`src/sv/usd_pkg.sv`:
```
// Shared types, codes and header layout constants for the ustar stream deframer.
package usd_pkg;

  // Default width of the parsed size value
  localparam int SIZE_WIDTH_DEF = 64;

  // Header block layout
  localparam int BLOCK_LAST = 511;
  localparam int NAME_LEN   = 100;
  localparam int SIZE_OFF   = 124;
  localparam int SIZE_LEN   = 12;
  localparam int TYPE_OFF   = 156;
  localparam int MAGIC_OFF  = 257;
  localparam int MAGIC_LEN  = 5;

  // Byte values
  localparam logic [7:0] ASCII_0     = 8'h30;
  localparam logic [7:0] ASCII_7     = 8'h37;
  localparam logic [7:0] ASCII_SPACE = 8'h20;

  // Request operation codes
  localparam logic OP_BYTE = 1'b0;
  localparam logic OP_END  = 1'b1;

  // Result kinds
  localparam logic [2:0] KIND_NAME  = 3'd0;
  localparam logic [2:0] KIND_START = 3'd1;
  localparam logic [2:0] KIND_BODY  = 3'd2;
  localparam logic [2:0] KIND_END   = 3'd3;
  localparam logic [2:0] KIND_ERROR = 3'd4;

  // Error codes
  localparam logic [2:0] ERR_NOT_USTAR = 3'd0;
  localparam logic [2:0] ERR_BAD_TYPE  = 3'd1;
  localparam logic [2:0] ERR_BAD_OCTAL = 3'd2;
  localparam logic [2:0] ERR_OVERFLOW  = 3'd3;
  localparam logic [2:0] ERR_TRUNCATED = 3'd4;

  typedef enum logic [2:0] {
    PH_HEADER,
    PH_BODY,
    PH_PAD,
    PH_DONE,
    PH_HALT
  } phase_t;

  typedef struct packed {
    logic       op;
    logic [7:0] data_byte;
  } usd_in_t;

  typedef struct packed {
    logic [2:0]  kind;
    logic [7:0]  out_byte;
    logic [63:0] entry_size;
    logic        last_body;
    logic [2:0]  error_code;
  } usd_out_t;

  // Expected magic character at a given position of the magic field
  function automatic logic [7:0] magic_char(input logic [2:0] idx);
    logic [7:0] c;
    case (idx)
      3'd0: c = 8'h75;
      3'd1: c = 8'h73;
      3'd2: c = 8'h74;
      3'd3: c = 8'h61;
      3'd4: c = 8'h72;
      default: c = 8'h00;
    endcase
    return c;
  endfunction

endpackage

```
`src/sv/usd_core.sv`:
```
// Deframer state and per-byte header, body and padding decode.
module usd_core #(
  parameter int SIZE_WIDTH = usd_pkg::SIZE_WIDTH_DEF
) (
  input  logic               clk,
  input  logic               rst_n,
  input  logic               step,
  input  usd_pkg::usd_in_t   item,
  output logic               res_valid,
  output usd_pkg::usd_out_t  res
);
  import usd_pkg::*;

  phase_t                  phase_r, phase_nxt;
  logic [8:0]              offset_r;
  logic [SIZE_WIDTH-1:0]   size_r, size_nxt;
  logic [SIZE_WIDTH-1:0]   body_r;
  logic [8:0]              pad_r;
  logic                    all_zero_r, magic_ok_r, type_ok_r;
  logic                    oct_stop_r, oct_bad_r, bin_size_r, too_big_r, name_end_r;
  logic                    oct_stop_nxt, oct_bad_nxt, bin_size_nxt, too_big_nxt;
  logic                    magic_ok_nxt, type_ok_nxt, name_end_nxt;

  logic [7:0]              b;
  logic                    is_end;
  logic                    az_nxt;
  logic                    in_name, in_size, in_magic;
  logic [8:0]              magic_idx;
  logic                    name_emit;
  logic                    hdr_done, hdr_bad;
  logic [2:0]              hdr_code;
  logic [SIZE_WIDTH-1:0]   body_dec;
  logic                    body_last;
  logic [8:0]              pad_dec;
  logic [8:0]              new_pad;

  assign b      = item.data_byte;
  assign is_end = (item.op == OP_END);

  // Decode header field positions
  assign in_name   = (offset_r < 9'(NAME_LEN));
  assign in_size   = (offset_r >= 9'(SIZE_OFF)) && (offset_r < 9'(SIZE_OFF + SIZE_LEN));
  assign in_magic  = (offset_r >= 9'(MAGIC_OFF)) && (offset_r < 9'(MAGIC_OFF + MAGIC_LEN));
  assign magic_idx = offset_r - 9'(MAGIC_OFF);
  assign hdr_done  = (offset_r == 9'(BLOCK_LAST));
  assign az_nxt    = all_zero_r && (b == 8'h00);

  // Accumulate the size field, octal or base-256
  always_comb begin
    size_nxt     = size_r;
    bin_size_nxt = bin_size_r;
    oct_stop_nxt = oct_stop_r;
    oct_bad_nxt  = oct_bad_r;
    too_big_nxt  = too_big_r;
    if (in_size) begin
      if ((offset_r == 9'(SIZE_OFF)) && b[7]) begin
        bin_size_nxt = 1'b1;
        size_nxt     = SIZE_WIDTH'(b[6:0]);
      end else if (bin_size_r) begin
        if (size_r[SIZE_WIDTH-1 -: 8] != 8'h00) too_big_nxt = 1'b1;
        size_nxt = {size_r[SIZE_WIDTH-9:0], b};
      end else if (!oct_stop_r) begin
        if ((b == 8'h00) || (b == ASCII_SPACE)) begin
          oct_stop_nxt = 1'b1;
        end else if ((b < ASCII_0) || (b > ASCII_7)) begin
          oct_bad_nxt  = 1'b1;
          oct_stop_nxt = 1'b1;
        end else begin
          if (size_r[SIZE_WIDTH-1 -: 3] != 3'd0) too_big_nxt = 1'b1;
          size_nxt = {size_r[SIZE_WIDTH-4:0], b[2:0]};
        end
      end
    end
  end

  // Track magic, type flag and end of name
  assign magic_ok_nxt = magic_ok_r && !(in_magic && (b != magic_char(magic_idx[2:0])));
  assign type_ok_nxt  = (offset_r == 9'(TYPE_OFF)) ? ((b == ASCII_0) || (b == 8'h00))
                                                   : type_ok_r;
  assign name_end_nxt = name_end_r || (in_name && (b == 8'h00));
  assign name_emit    = in_name && (b != 8'h00) && !name_end_r;

  // Rank header errors: not ustar, bad type, bad octal, overflow
  always_comb begin
    hdr_bad  = !magic_ok_nxt || !type_ok_nxt || oct_bad_nxt || too_big_nxt;
    hdr_code = !magic_ok_nxt ? ERR_NOT_USTAR :
               !type_ok_nxt  ? ERR_BAD_TYPE  :
               oct_bad_nxt   ? ERR_BAD_OCTAL : ERR_OVERFLOW;
  end

  // Count down body and padding
  assign body_dec  = body_r - SIZE_WIDTH'(body_r != '0);
  assign body_last = (body_dec == '0);
  assign pad_dec   = pad_r - 9'(pad_r != 9'd0);
  assign new_pad   = 9'd0 - size_nxt[8:0];

  // Next phase
  always_comb begin
    phase_nxt = phase_r;
    if (step) begin
      case (phase_r)
        PH_HEADER: begin
          if (is_end)              phase_nxt = PH_HALT;
          else if (hdr_done) begin
            if (az_nxt)            phase_nxt = PH_DONE;
            else if (hdr_bad)      phase_nxt = PH_HALT;
            else if (size_nxt == '0) phase_nxt = PH_HEADER;
            else                   phase_nxt = PH_BODY;
          end
        end
        PH_BODY: begin
          if (is_end)              phase_nxt = PH_HALT;
          else if (body_last)      phase_nxt = (pad_r != 9'd0) ? PH_PAD : PH_HEADER;
        end
        PH_PAD: begin
          if (is_end)              phase_nxt = PH_HALT;
          else if (pad_dec == 9'd0) phase_nxt = PH_HEADER;
        end
        default: phase_nxt = phase_r;
      endcase
    end
  end

  // Result for this byte
  always_comb begin
    res_valid = 1'b0;
    res       = '0;
    if (step) begin
      case (phase_r)
        PH_HEADER: begin
          if (is_end) begin
            res_valid      = 1'b1;
            res.kind       = KIND_ERROR;
            res.error_code = ERR_TRUNCATED;
          end else if (hdr_done) begin
            res_valid = 1'b1;
            if (az_nxt) begin
              res.kind = KIND_END;
            end else if (hdr_bad) begin
              res.kind       = KIND_ERROR;
              res.error_code = hdr_code;
            end else begin
              res.kind       = KIND_START;
              res.entry_size = 64'(size_nxt);
            end
          end else if (name_emit) begin
            res_valid    = 1'b1;
            res.kind     = KIND_NAME;
            res.out_byte = b;
          end
        end
        PH_BODY: begin
          res_valid = 1'b1;
          if (is_end) begin
            res.kind       = KIND_ERROR;
            res.error_code = ERR_TRUNCATED;
          end else begin
            res.kind      = KIND_BODY;
            res.out_byte  = b;
            res.last_body = body_last;
          end
        end
        PH_PAD: begin
          if (is_end) begin
            res_valid      = 1'b1;
            res.kind       = KIND_ERROR;
            res.error_code = ERR_TRUNCATED;
          end
        end
        default: res_valid = 1'b0;
      endcase
    end
  end

  // Update state on each processed request
  always_ff @(posedge clk) begin
    if (!rst_n) begin
      phase_r    <= PH_HEADER;
      offset_r   <= 9'd0;
      size_r     <= '0;
      body_r     <= '0;
      pad_r      <= 9'd0;
      all_zero_r <= 1'b1;
      magic_ok_r <= 1'b1;
      type_ok_r  <= 1'b1;
      oct_stop_r <= 1'b0;
      oct_bad_r  <= 1'b0;
      bin_size_r <= 1'b0;
      too_big_r  <= 1'b0;
      name_end_r <= 1'b0;
    end else if (step) begin
      phase_r <= phase_nxt;
      case (phase_r)
        PH_HEADER: begin
          if (!is_end) begin
            if (hdr_done) begin
              // Start afresh for the next header block
              offset_r   <= 9'd0;
              size_r     <= '0;
              all_zero_r <= 1'b1;
              magic_ok_r <= 1'b1;
              type_ok_r  <= 1'b1;
              oct_stop_r <= 1'b0;
              oct_bad_r  <= 1'b0;
              bin_size_r <= 1'b0;
              too_big_r  <= 1'b0;
              name_end_r <= 1'b0;
              body_r     <= size_nxt;
              pad_r      <= new_pad;
            end else begin
              offset_r   <= offset_r + 9'd1;
              size_r     <= size_nxt;
              all_zero_r <= az_nxt;
              magic_ok_r <= magic_ok_nxt;
              type_ok_r  <= type_ok_nxt;
              oct_stop_r <= oct_stop_nxt;
              oct_bad_r  <= oct_bad_nxt;
              bin_size_r <= bin_size_nxt;
              too_big_r  <= too_big_nxt;
              name_end_r <= name_end_nxt;
            end
          end
        end
        PH_BODY: begin
          if (!is_end) body_r <= body_dec;
        end
        PH_PAD: begin
          if (!is_end) pad_r <= pad_dec;
        end
        default: pad_r <= pad_r;
      endcase
    end
  end

endmodule

```
`src/sv/ustar_stream_deframer.sv`:
```
// Top level of the ustar stream deframer: input register, decode core, result register.
//
//  channel | direction | payload    | handshake
//  --------+-----------+------------+----------------------
//  in_     | request   | usd_in_t   | in_valid / in_stall
//  out_    | result    | usd_out_t  | out_valid / out_stall
//
// One archive byte per clock unless a held result stalls the flow; a result passes through the
// input register and then the result register, set by the single decode pass in between.
// Reset is synchronous and active low; it returns the block to expecting a header.
// A pending result held by out_stall freezes the decode pass; in_stall rises only
// once the input register is also occupied.
module ustar_stream_deframer #(
  parameter int SIZE_WIDTH = usd_pkg::SIZE_WIDTH_DEF
) (
  input  logic               clk,
  input  logic               rst_n,
  input  logic               in_valid,
  output logic               in_stall,
  input  usd_pkg::usd_in_t   in_item,
  output logic               out_valid,
  input  logic               out_stall,
  output usd_pkg::usd_out_t  out_item
);
  import usd_pkg::*;

  logic      s1_valid_r, s1_valid_nxt;
  usd_in_t   s1_item_r;
  logic      out_valid_r, out_valid_nxt;
  usd_out_t  out_item_r;
  logic      adv, in_acc, step;
  logic      res_valid;
  usd_out_t  res;

  // Advance whenever the result register is free or being taken
  assign adv      = !out_valid_r || !out_stall;
  assign in_stall = s1_valid_r && !adv;
  assign in_acc   = in_valid && !in_stall;
  assign step     = s1_valid_r && adv;

  assign s1_valid_nxt  = adv ? in_acc : (s1_valid_r || in_acc);
  assign out_valid_nxt = adv ? res_valid : out_valid_r;

  usd_core #(
    .SIZE_WIDTH(SIZE_WIDTH)
  ) u_core (
    .clk      (clk),
    .rst_n    (rst_n),
    .step     (step),
    .item     (s1_item_r),
    .res_valid(res_valid),
    .res      (res)
  );

  // Hold control flags
  always_ff @(posedge clk) begin
    if (!rst_n) begin
      s1_valid_r  <= 1'b0;
      out_valid_r <= 1'b0;
    end else begin
      s1_valid_r  <= s1_valid_nxt;
      out_valid_r <= out_valid_nxt;
    end
  end

  // Capture request and result payloads
  always_ff @(posedge clk) begin
    if (in_acc) s1_item_r <= in_item;
    if (adv && res_valid) out_item_r <= res;
  end

  assign out_valid = out_valid_r;
  assign out_item  = out_item_r;

endmodule

```
`config.mk`:
```
export PLATFORM = sky130hd
export DESIGN_NAME = ustar_stream_deframer
export DESIGN_NICKNAME = d
export VERILOG_FILES = /design/src/sv/usd_pkg.sv /design/src/sv/usd_core.sv /design/src/sv/ustar_stream_deframer.sv
export SDC_FILE = /design/constraint.sdc
export NUM_CORES = 1
export LEC_CHECK = 0
export ABC_CLOCK_PERIOD_IN_PS = 8500
export BUFFER_PORTS_ARGS = -buffer_cell sky130_fd_sc_hd__clkbuf_2
export CAP_MARGIN = 20
export CORE_UTILIZATION = 32
export CTS_CLUSTER_SIZE = 40
export DETAILED_ROUTE_END_ITERATION = 8
export MAX_ROUTING_LAYER = met4
export PLACE_DENSITY = 0.59
export REMOVE_ABC_BUFFERS = 1
export SYNTH_ARGS = -nofsm -noshare
export SYNTH_HDL_FRONTEND = slang
export SYNTH_SLANG_ARGS = --single-unit
```
`constraint.sdc`:
```
create_clock -name clk -period 8.5 [get_ports clk]
set_input_delay 1.7 -clock clk [delete_from_list [all_inputs] [get_ports clk]]
set_output_delay 1.7 -clock clk [all_outputs]
set_load 0.01 [all_outputs]
```
## Yosys cells after proc, flatten, opt, wreduce, memory -nomap -nowiden

Index checks and enable logic that the tools add are counted.

| operators by class | value |
|---|---|
| add/subtract/negate cells | 5 |
| magnitude comparators | 7 |
| equality and inequality tests | 21 |
| multiplexer cells | 89 |
| bitwise gates (word level) | 5 |
| reduce and logical (&&, ||, !) cells | 55 |

Operators by type and width:

| kind | number |
|---|---|
| $mux 64 | 13 |
| $logic_not 64->1 | 2 |
| $pmux 64 s2 | 1 |
| $mux 72 | 1 |
| $reduce_bool 64->1 | 1 |
| $sub 64x1->64 | 1 |
| $mux 3 | 20 |
| $mux 1 | 39 |
| $mux 9 | 4 |
| $pmux 7 s5 | 1 |
| $mux 8 | 3 |
| $reduce_and 5->1 | 4 |
| $pmux 3 s3 | 2 |
| $pmux 9 s2 | 1 |
| $eq 8x6->1 const B | 2 |
| $pmux 8 s2 | 1 |
| $reduce_bool 8->1 | 2 |
| $logic_and 1x1->1 | 13 |
| $add 9x1->9 const B | 1 |
| $eq 3x2->1 const B | 3 |
| $eq 9x7->1 const B | 1 |
| $eq 9x8->1 const B | 1 |
| $eq 9x9->1 const B | 1 |
| $ge 9x7->1 const B | 1 |
| other kinds (32) | 63 |

| storage, ports and cells | value |
|---|---|
| bits in registers | 247 |
| input bits | 13 |
| output and inout bits | 81 |
| logic and storage cells | 204 |

## Longest topological paths before layout

Gate-level depths: netlist of the first run.

| logic depth | value |
|---|---|
| depth in word-level cells | 16 |
| gate-level depth with buffers | 18 |
| mapped depth without buffers | 16 |

## Modules after synthesis

From an unflattened synthesis of the first run, not the netlist that was laid out.

| second synthesis, totals | value |
|---|---|
| cell total of the unflattened synthesis | 1910 |
| area total of the unflattened synthesis | 15015.7 µm² |

By module, submodules not included:

| module | times used | cells each | area an instance (µm²) | sequential area each (µm²) |
|---|---|---|---|---|
| usd_core | 1 | 1813 | 12281.8 | 3143.0 |
| ustar_stream_deframer | 1 | 97 | 2733.9 | 2682.6 |

## Least setup slack after synthesis of the first run

Ideal clock, no wire load.

| timing | value |
|---|---|
| path kind | input port to flip-flop |
| start point | input port out_stall |
| end point | register out_item_r, in the netlist out_item[0], enable pin |
| setup time | 0.616 ns |
| data arrival time | 7.297 ns |
| data required time | 7.884 ns |
| slack | 0.586 ns |
| cell stages on the path | 3 |
| path buffers | 0 |
| cell sequence | nand2_1 -> nand2_1 -> nor3_1 |

| on the way | value |
|---|---|
| word-level cells in the longest chain between the ends | 5 |

Ends and longest elaborated chain:

| what | line | text |
|---|---|---|
| start, declared | ustar_stream_deframer.sv:22 | `input logic out_stall,` |
| $logic_not 1->1 * | ustar_stream_deframer.sv:36 | `assign adv = !out_valid_r \|\| !out_stall;` |
| $logic_or 1x1->1 * | ustar_stream_deframer.sv:36 |  |
| $logic_and 1x1->1 | ustar_stream_deframer.sv:39 | `assign step = s1_valid_r && adv;` |
| $mux 1 | usd_core.sv:128 | `if (step) begin` |
| $logic_and 1x1->1 * | ustar_stream_deframer.sv:69 | `if (adv && res_valid) out_item_r <= res;` |
| end signal, assigned | ustar_stream_deframer.sv:69 |  |
| end, declared | ustar_stream_deframer.sv:30 | `usd_out_t out_item_r;` |

Every way passes the cells marked *; elsewhere a longest branch is shown, timed or not.
A chain may end at the register's enable or synchronous reset.

## Final worst setup path of the first run

| timing | value |
|---|---|
| start point | register u_core.body_r[36] |
| end point | register u_core.phase_r[0] |

| on the way | value |
|---|---|
| word-level cells in the longest chain between the ends | 5 |

Ends and longest elaborated chain:

| what | line | text |
|---|---|---|
| start, declared | usd_core.sv:17 | `logic [SIZE_WIDTH-1:0] body_r;` |
| start signal, assigned | usd_core.sv:208 | `body_r <= size_nxt;` |
| start signal, assigned | usd_core.sv:225 | `if (!is_end) body_r <= body_dec;` |
| $reduce_bool 64->1 | usd_core.sv:92 | `assign body_dec = body_r - SIZE_WIDTH'(body_r != '0);` |
| $sub 64x1->64 * | usd_core.sv:92 |  |
| $logic_not 64->1 * | usd_core.sv:93 | `assign body_last = (body_dec == '0);` |
| $ne 3x2->1 (no line) * | - |  |
| $reduce_and 5->1 (no line) * | - |  |
| end signal, assigned | usd_core.sv:192 | `phase_r <= phase_nxt;` |
| end, declared | usd_core.sv:14 | `phase_t phase_r, phase_nxt;` |

Marked as above.

==> results of run 1 <==
[layout make-up]
| class | instances | area (um^2) |
|---|---|---|
| well taps | 592 | 741 |
| multi-input cells | 1465 | 8090 |
| clock inverters | 21 | 208 |
| clock buffers | 32 | 779 |
| fillers | 4652 | 28100 |
| inverters | 14 | 55.1 |
| repair buffers | 130 | 743 |
| flip-flops and latches | 247 | 5830 |
| diodes | 2 | 5.00 |
[through the flow]
stage	instance area, um^2	util [%]	worst slack [ns]	hold slack, ns
2_1_floorplan	13900	-	0.586	0.429
5_1_grt	16400	36.9	2.43	0.477
6_report	16400	36.9	2.73	0.460
4_1_cts	16400	36.9	2.84	0.463
3_3_place_gp	15500	34.7	2.95	0.440
3_5_place_dp	15500	34.7	2.87	0.447
[power groups by stage]
stage	clock network [mW]	registers, mW	logic, mW
floorplan	0	1.28	0.0403
global placement	0	1.27	0.0832
finish	1.31	1.25	0.0833
global route	1.38	1.25	0.0906
CTS	1.34	1.25	0.0837
detailed placement	0	1.27	0.0833
[synthesized netlist by cell type, types with 5 or more instances]
cell type,count,area [um^2]
ha_1,14,175
a211oi_1,8,60.1
o211ai_1,10,75.1
clkbuf_1,112,420
a22oi_1,67,503
xor2_1,25,219
a221oi_1,5,43.8
nor4_1,46,288
mux2i_1,43,430
or2_2,6,37.5
edfxtp_1,88,2640
nor3b_1,6,45.0
nor3_1,74,370
nand2b_1,11,68.8
or3_1,14,87.6
nand4_1,39,244
and2_1,16,100
buf_1,15,56.3
inv_1,14,52.6
o22ai_1,6,37.5
buf_6,5,56.3
clkbuf_8,7,96.3
a31oi_1,9,56.3
a21oi_1,152,761
nand2_1,218,818
xnor2_1,39,342
o21ai_0,163,816
dfxtp_1,159,3180
nand3_1,59,295
nor2_1,329,1230
nor2b_1,5,31.3
and3_1,16,100
nand3b_1,7,52.6
a32oi_1,10,87.6
[flip-flops by register name, summed over array words and instances (netlist names)]
| signal | count |
|---|---|
| out_item | 79 |
| u_core.body_r | 64 |
| u_core.size_r | 64 |
| s1_item_r | 9 |
| u_core.offset_r | 9 |
| u_core.pad_r | 9 |
| u_core.phase_r | 3 |
| out_valid | 1 |
| s1_valid_r | 1 |
| u_core.all_zero_r | 1 |
| u_core.bin_size_r | 1 |
| u_core.magic_ok_r | 1 |
| u_core.name_end_r | 1 |
| u_core.oct_bad_r | 1 |
| u_core.oct_stop_r | 1 |
| u_core.too_big_r | 1 |
| u_core.type_ok_r | 1 |
[routing by layer]
metal  vias up  GRT usage, %
met5         -             -
met4         0          9.76
met3       111          3.31
met2       578          33.3
met1      6791          30.2
li1       6762             -
[worst min-delay path by stage]
stage | depth (start not counted) | end | slack, ns
global placement | 1 | u_core.magic_ok_r | 0.44
finish | 1 | u_core.magic_ok_r | 0.46
CTS | 1 | u_core.magic_ok_r | 0.46
global route | 1 | u_core.magic_ok_r | 0.48
detailed placement | 1 | u_core.magic_ok_r | 0.45
floorplan | 2 | u_core.name_end_r | 0.43
[cell families (layout without fill, tap and decap cells)]
group | Yosys count | count (layout) | synth area share [%]
multiplexers | 44 | 44 | 3.03
flip-flops | 247 | 247 | 40.0
AND/OR/NAND/NOR | 883 | 883 | 28.6
adder cells (fa/ha/maj) | 14 | 14 | 1.20
buffers and inverters | 155 | 197 | 4.77
other | 0 | 2 | 0
AO/OA/AOI/OAI | 460 | 460 | 18.5
XOR/XNOR | 64 | 64 | 3.85
[worst register-to-register path: stages (launching register included)]
cell and delay (ns):
dfxtp_1 0.56, nor4_1 0.21, nand4_1 0.27, nor2_1 0.15, nand3_1 0.11, ha_1 0.16, nor3b_2 0.51, nand4_1 0.31
or2_2 0.53, nor4_1 0.86, xnor2_1 0.27, nand4_1 0.16, or4b_1 0.53, o41a_1 0.52, a211oi_2 0.32, mux2i_1 0.21
==> flow_metrics.tcl, run 1 <==
set metrics [dict create \
    status "complete, no violations" \
    clock_sinks 247 \
    syn_avg_cell_area_um2 7.80 \
    top_layer "met4" \
    die_h_um 215 \
    finalHoldViolCount 0 \
    crit_path_end_kind "register" \
    critPathLaunch "u_core.body_r[36]" \
    worst-setup-path-type "register to register" \
    portBuffers 93 \
    max_stage_delay_ns 0.85 \
    core_area_um2 44500 \
    drc 0 \
    grt_pass1_vias 13090 \
    path_cells "nor4_1, nand4_1, nor2_1, nand3_1, ha_1, nor3b_2, nand4_1, or2_2, nor4_1, xnor2_1, nand4_1, or4b_1, o41a_1, a211oi_2, mux2i_1" \
    ant_nets 0 \
    via_per_inst 5.69 \
    die_w_um 215 \
    tns_ns 0 \
    layout_commonest_cell "nor2_1" \
    cts-root-buf "clkbuf_16" \
    overflow 0 \
    rrSetupSlack_ns 2.73 \
    dieArea_um2 46400 \
    crit_family "simple AND/OR/NAND/NOR gates" \
    p_int_mw 2.04 \
    cpMostUsedCell "nand4_1" \
    final_cells 2503 \
    cts_tree "yes" \
    wl_per_cell_um 20.7 \
    switchingPower_uw 600 \
    path_clk_slew_ns 0.06 \
    p_leak_nw 6.30 \
    maxCapViolCount 0 \
    clock_path_buffers 3 \
    initial_core_util_pct 32.7 \
    r2r_start "u_core.body_r[36]" \
    irDropWorstVdd_uv 154 \
    yosysSeqAreaShare_pct 40.0 \
    globalplace.congestion 0.915 \
    reg2reg_to "u_core.phase_r[0]" \
    drive_gt1_share_pct 11.3 \
    wl_met2_um 23000 \
    first_iter_violations 1431 \
    synth_cell_types 78 \
    synth.cell_area_um2 14600 \
    antenna_found_initial 1 \
    num_io_pins 94 \
    area_growth_pct 12.9 \
    worst-path-max-fanout 12 \
    pwr-share-comb_pct 3.2 \
    routed_wl_um 51800 \
    hold_buffers 0 \
    timing.final.crit_share_pct 67.8 \
    crit_path_end "u_core.phase_r[0]" \
    start_kind "register" \
    htreeDepth 1 \
    cts_buffers 29 \
    hp-class "register to register" \
    synthFlopType "dfxtp_1" \
    finalSetupViolCount 0 \
    worstPathRequired_ns 8.99 \
    post_cts_resized 0 \
    wl_met1_um 23100 \
    num_rows 77 \
    final_cell_mix "328 x nor2_1, 214 x nand2_1, 162 x o21ai_0" \
    power.share.clock_pct 49.5 \
    cp.depth 15 \
    grt_max_degree 101 \
    grt_pass1_wl_um 79200 \
    cp_slowest_cell "nor4_1" \
    clk_latency_ns 0.57 \
    post-cts-setup-buffers 0 \
    vias 14242 \
    fmax_ghz 0.173 \
    synthCells 1867 \
    tightest_slew_ns 1.12 \
    drtPass1Iterations 5 \
    nets 1914 \
    cp.arrival_ns 6.26 \
    path_buf_inv 0 \
    rsz0062_at_grt "no" \
    slew_headroom_pct 24.6 \
    yosysWarningCount 0 \
    power_density_nw_per_um2 160 \
    ys_async_sr_fraction_pct 0 \
    synth_edf_count 88 \
    period_needed_ns 5.77 \
    dp.cells 2448 \
    swShare_pct 22.8 \
    worstRegToRegCells 15 \
    finalMaxSlewViolations 0 \
    skew_ns 0.0123 \
    finalPower_mw 2.64 \
    track_usage_pct 22.4 \
    seqPwrFrac_pct 47.3 \
    dp_hpwl_um 35400 \
    hp-start "u_core.magic_ok_r" \
    met3_length_um 3460 \
    ys_ff_latch 247 \
]
No activity file was read; power rests on OpenSTA's default activity.
==> inputs of run 2 (changes only) <==
ABC_CLOCK_PERIOD_IN_PS = 4850   (was 8500)
PLACE_DENSITY = 0.6   (was 0.59)
clock period = 4.85 ns   (was 8.5 ns; I/O delays follow)
==> run 2 against run 1 <==
Against the previous run:
- combinational power is 81% higher
- critical path type unchanged
- count of clock-buffer cells in the layout is 7 higher
- setup slack worse by 2.6 ns
- critical path depth stayed put
- via count is 3.6% higher
- largest cell class unchanged
- clock skew is 0.0085 ns higher
==> flow_metrics.tcl, run 2 (synthesis gave the netlist of run 1 again) <==
set metrics [dict create \
    status "complete, no violations" \
    slew_headroom_pct 27.4 \
    grt_pass1_vias 13782 \
    finalHoldViolCount 0 \
    nets 2011 \
    layout_commonest_cell "nor2_1" \
    worst-setup-path-type "register to register" \
    cp.arrival_ns 5.19 \
    num_io_pins 94 \
    core_area_um2 44500 \
    die_w_um 215 \
    finalPower_mw 4.69 \
    htreeDepth 1 \
    drtPass1Iterations 6 \
    final_cells 2598 \
    hp-start "u_core.magic_ok_r" \
    tightest_slew_ns 1.08 \
    vias 14749 \
    clk_latency_ns 0.58 \
    maxCapViolCount 0 \
    dp_hpwl_um 38100 \
    finalSetupViolCount 0 \
    dieArea_um2 46400 \
    whs_ns 0.461 \
    r2r_start "u_core.body_r[57]" \
    finalMaxSlewViolations 0 \
    routed_wl_um 54000 \
    power_density_nw_per_um2 271 \
    clock_path_buffers 3 \
    crit_path_end_kind "register" \
    initial_core_util_pct 32.7 \
    portBuffers 93 \
    largest_reg_flops 79 \
    worstPathRequired_ns 5.37 \
    drc 0 \
    hold_buffers 0 \
    critPathLaunch "u_core.body_r[57]" \
    clock_sinks 247 \
    cts-root-buf "clkbuf_16" \
    num_rows 77 \
    cts_tree "yes" \
    dp.cells 2542 \
    final_cell_mix "328 x nor2_1, 214 x nand2_1, 162 x o21ai_0" \
    antenna_found_initial 1 \
    drive_gt1_share_pct 16.0 \
    grt_pass1_wl_um 82700 \
    p_leak_nw 6.82 \
    globalplace.congestion 0.961 \
    via_per_inst 5.68 \
    skew_ns 0.0208 \
    first_iter_violations 1417 \
    path_clk_slew_ns 0.07 \
    period_needed_ns 4.67 \
    die_h_um 215 \
    cts_buffers 29 \
    fmax_ghz 0.214 \
    start_kind "register" \
    ant_nets 0 \
    area_growth_pct 19.0 \
    wl_per_cell_um 20.8 \
    grt_max_degree 81 \
    track_usage_pct 23.4 \
    timing.final.crit_share_pct 96.4 \
    hp-class "register to register" \
    irDropWorstVdd_uv 274 \
    worst-path-max-fanout 4 \
    overflow 0 \
]
==> run 2: critical path, cell delays in order, from the launching register on <==
cell and delay (ns):
dfxtp_1 0.35, or3_1 0.37, or3_1 0.34, nor3_1 0.43
nand3_1 0.17, ha_1 0.24, nor3b_2 0.17, nand4_1 0.13
nand3b_1 0.24, nor4_1 0.13, xnor2_1 0.18, or2b_2 0.30
or4_2 0.66, o41a_1 0.44, a211oi_4 0.25, mux2i_1 0.21
==> run 2: what timing repair did <==
item,4_1_cts,5_1_grt
resized for setup,0,11
endpoints found under the setup margin,0,3
buffers inserted,0,3
==> run 2: power by group <==
part | switching (mW) | internal (mW)
Combinational | 0.111 | 0.0392
Sequential | 0.0181 | 2.17
Clock | 0.926 | 1.43
==> run 2: final timing paths <==
kind,end,slack (ns),cells past startpoint
setup / recovery,u_core.phase_r[0],0.18,15
hold / removal,u_core.magic_ok_r,0.46,1
setup reg to reg,u_core.phase_r[0],0.18,15
hold reg to reg,u_core.magic_ok_r,0.46,1
==> run 2: area by class of cell <==
cell class	count	area (um^2)
Fill cell	4609	27200
Multi-Input combinational cell	1465	8160
Sequential cell	247	5830
Timing Repair Buffer	227	1540
Clock buffer	39	803
Tap cell	592	741
Clock inverter	13	206
Inverter	14	55.1
Antenna cell	1	2.50
==> run 2: per-layer routing <==
metal / global-route usage (%) / vias to the layer above / routed length [um]
met2: 34.7 / 598 / 23900
met1: 31.0 / 7062 / 23800
met5: - / - / 0
li1: - / 6963 / -
met3: 3.99 / 126 / 3690
met4: 10.6 / 0 / 2580
==> run 2: stage by stage <==
| stage | area, um^2 | setup slack, ns | utilization [%] | TNS [ns] |
|---|---|---|---|---|
| floorplan | 13900 | -2.62 | - | -228.77 |
| global placement | 16200 | 0.189 | 36.4 | 0 |
| detailed placement | 16200 | 0.0790 | 36.5 | 0 |
| CTS | 17200 | 0.0503 | 38.7 | 0 |
| global route | 17300 | -0.0233 | 38.9 | -0.0233 |
| finish | 17300 | 0.176 | 38.9 | 0 |
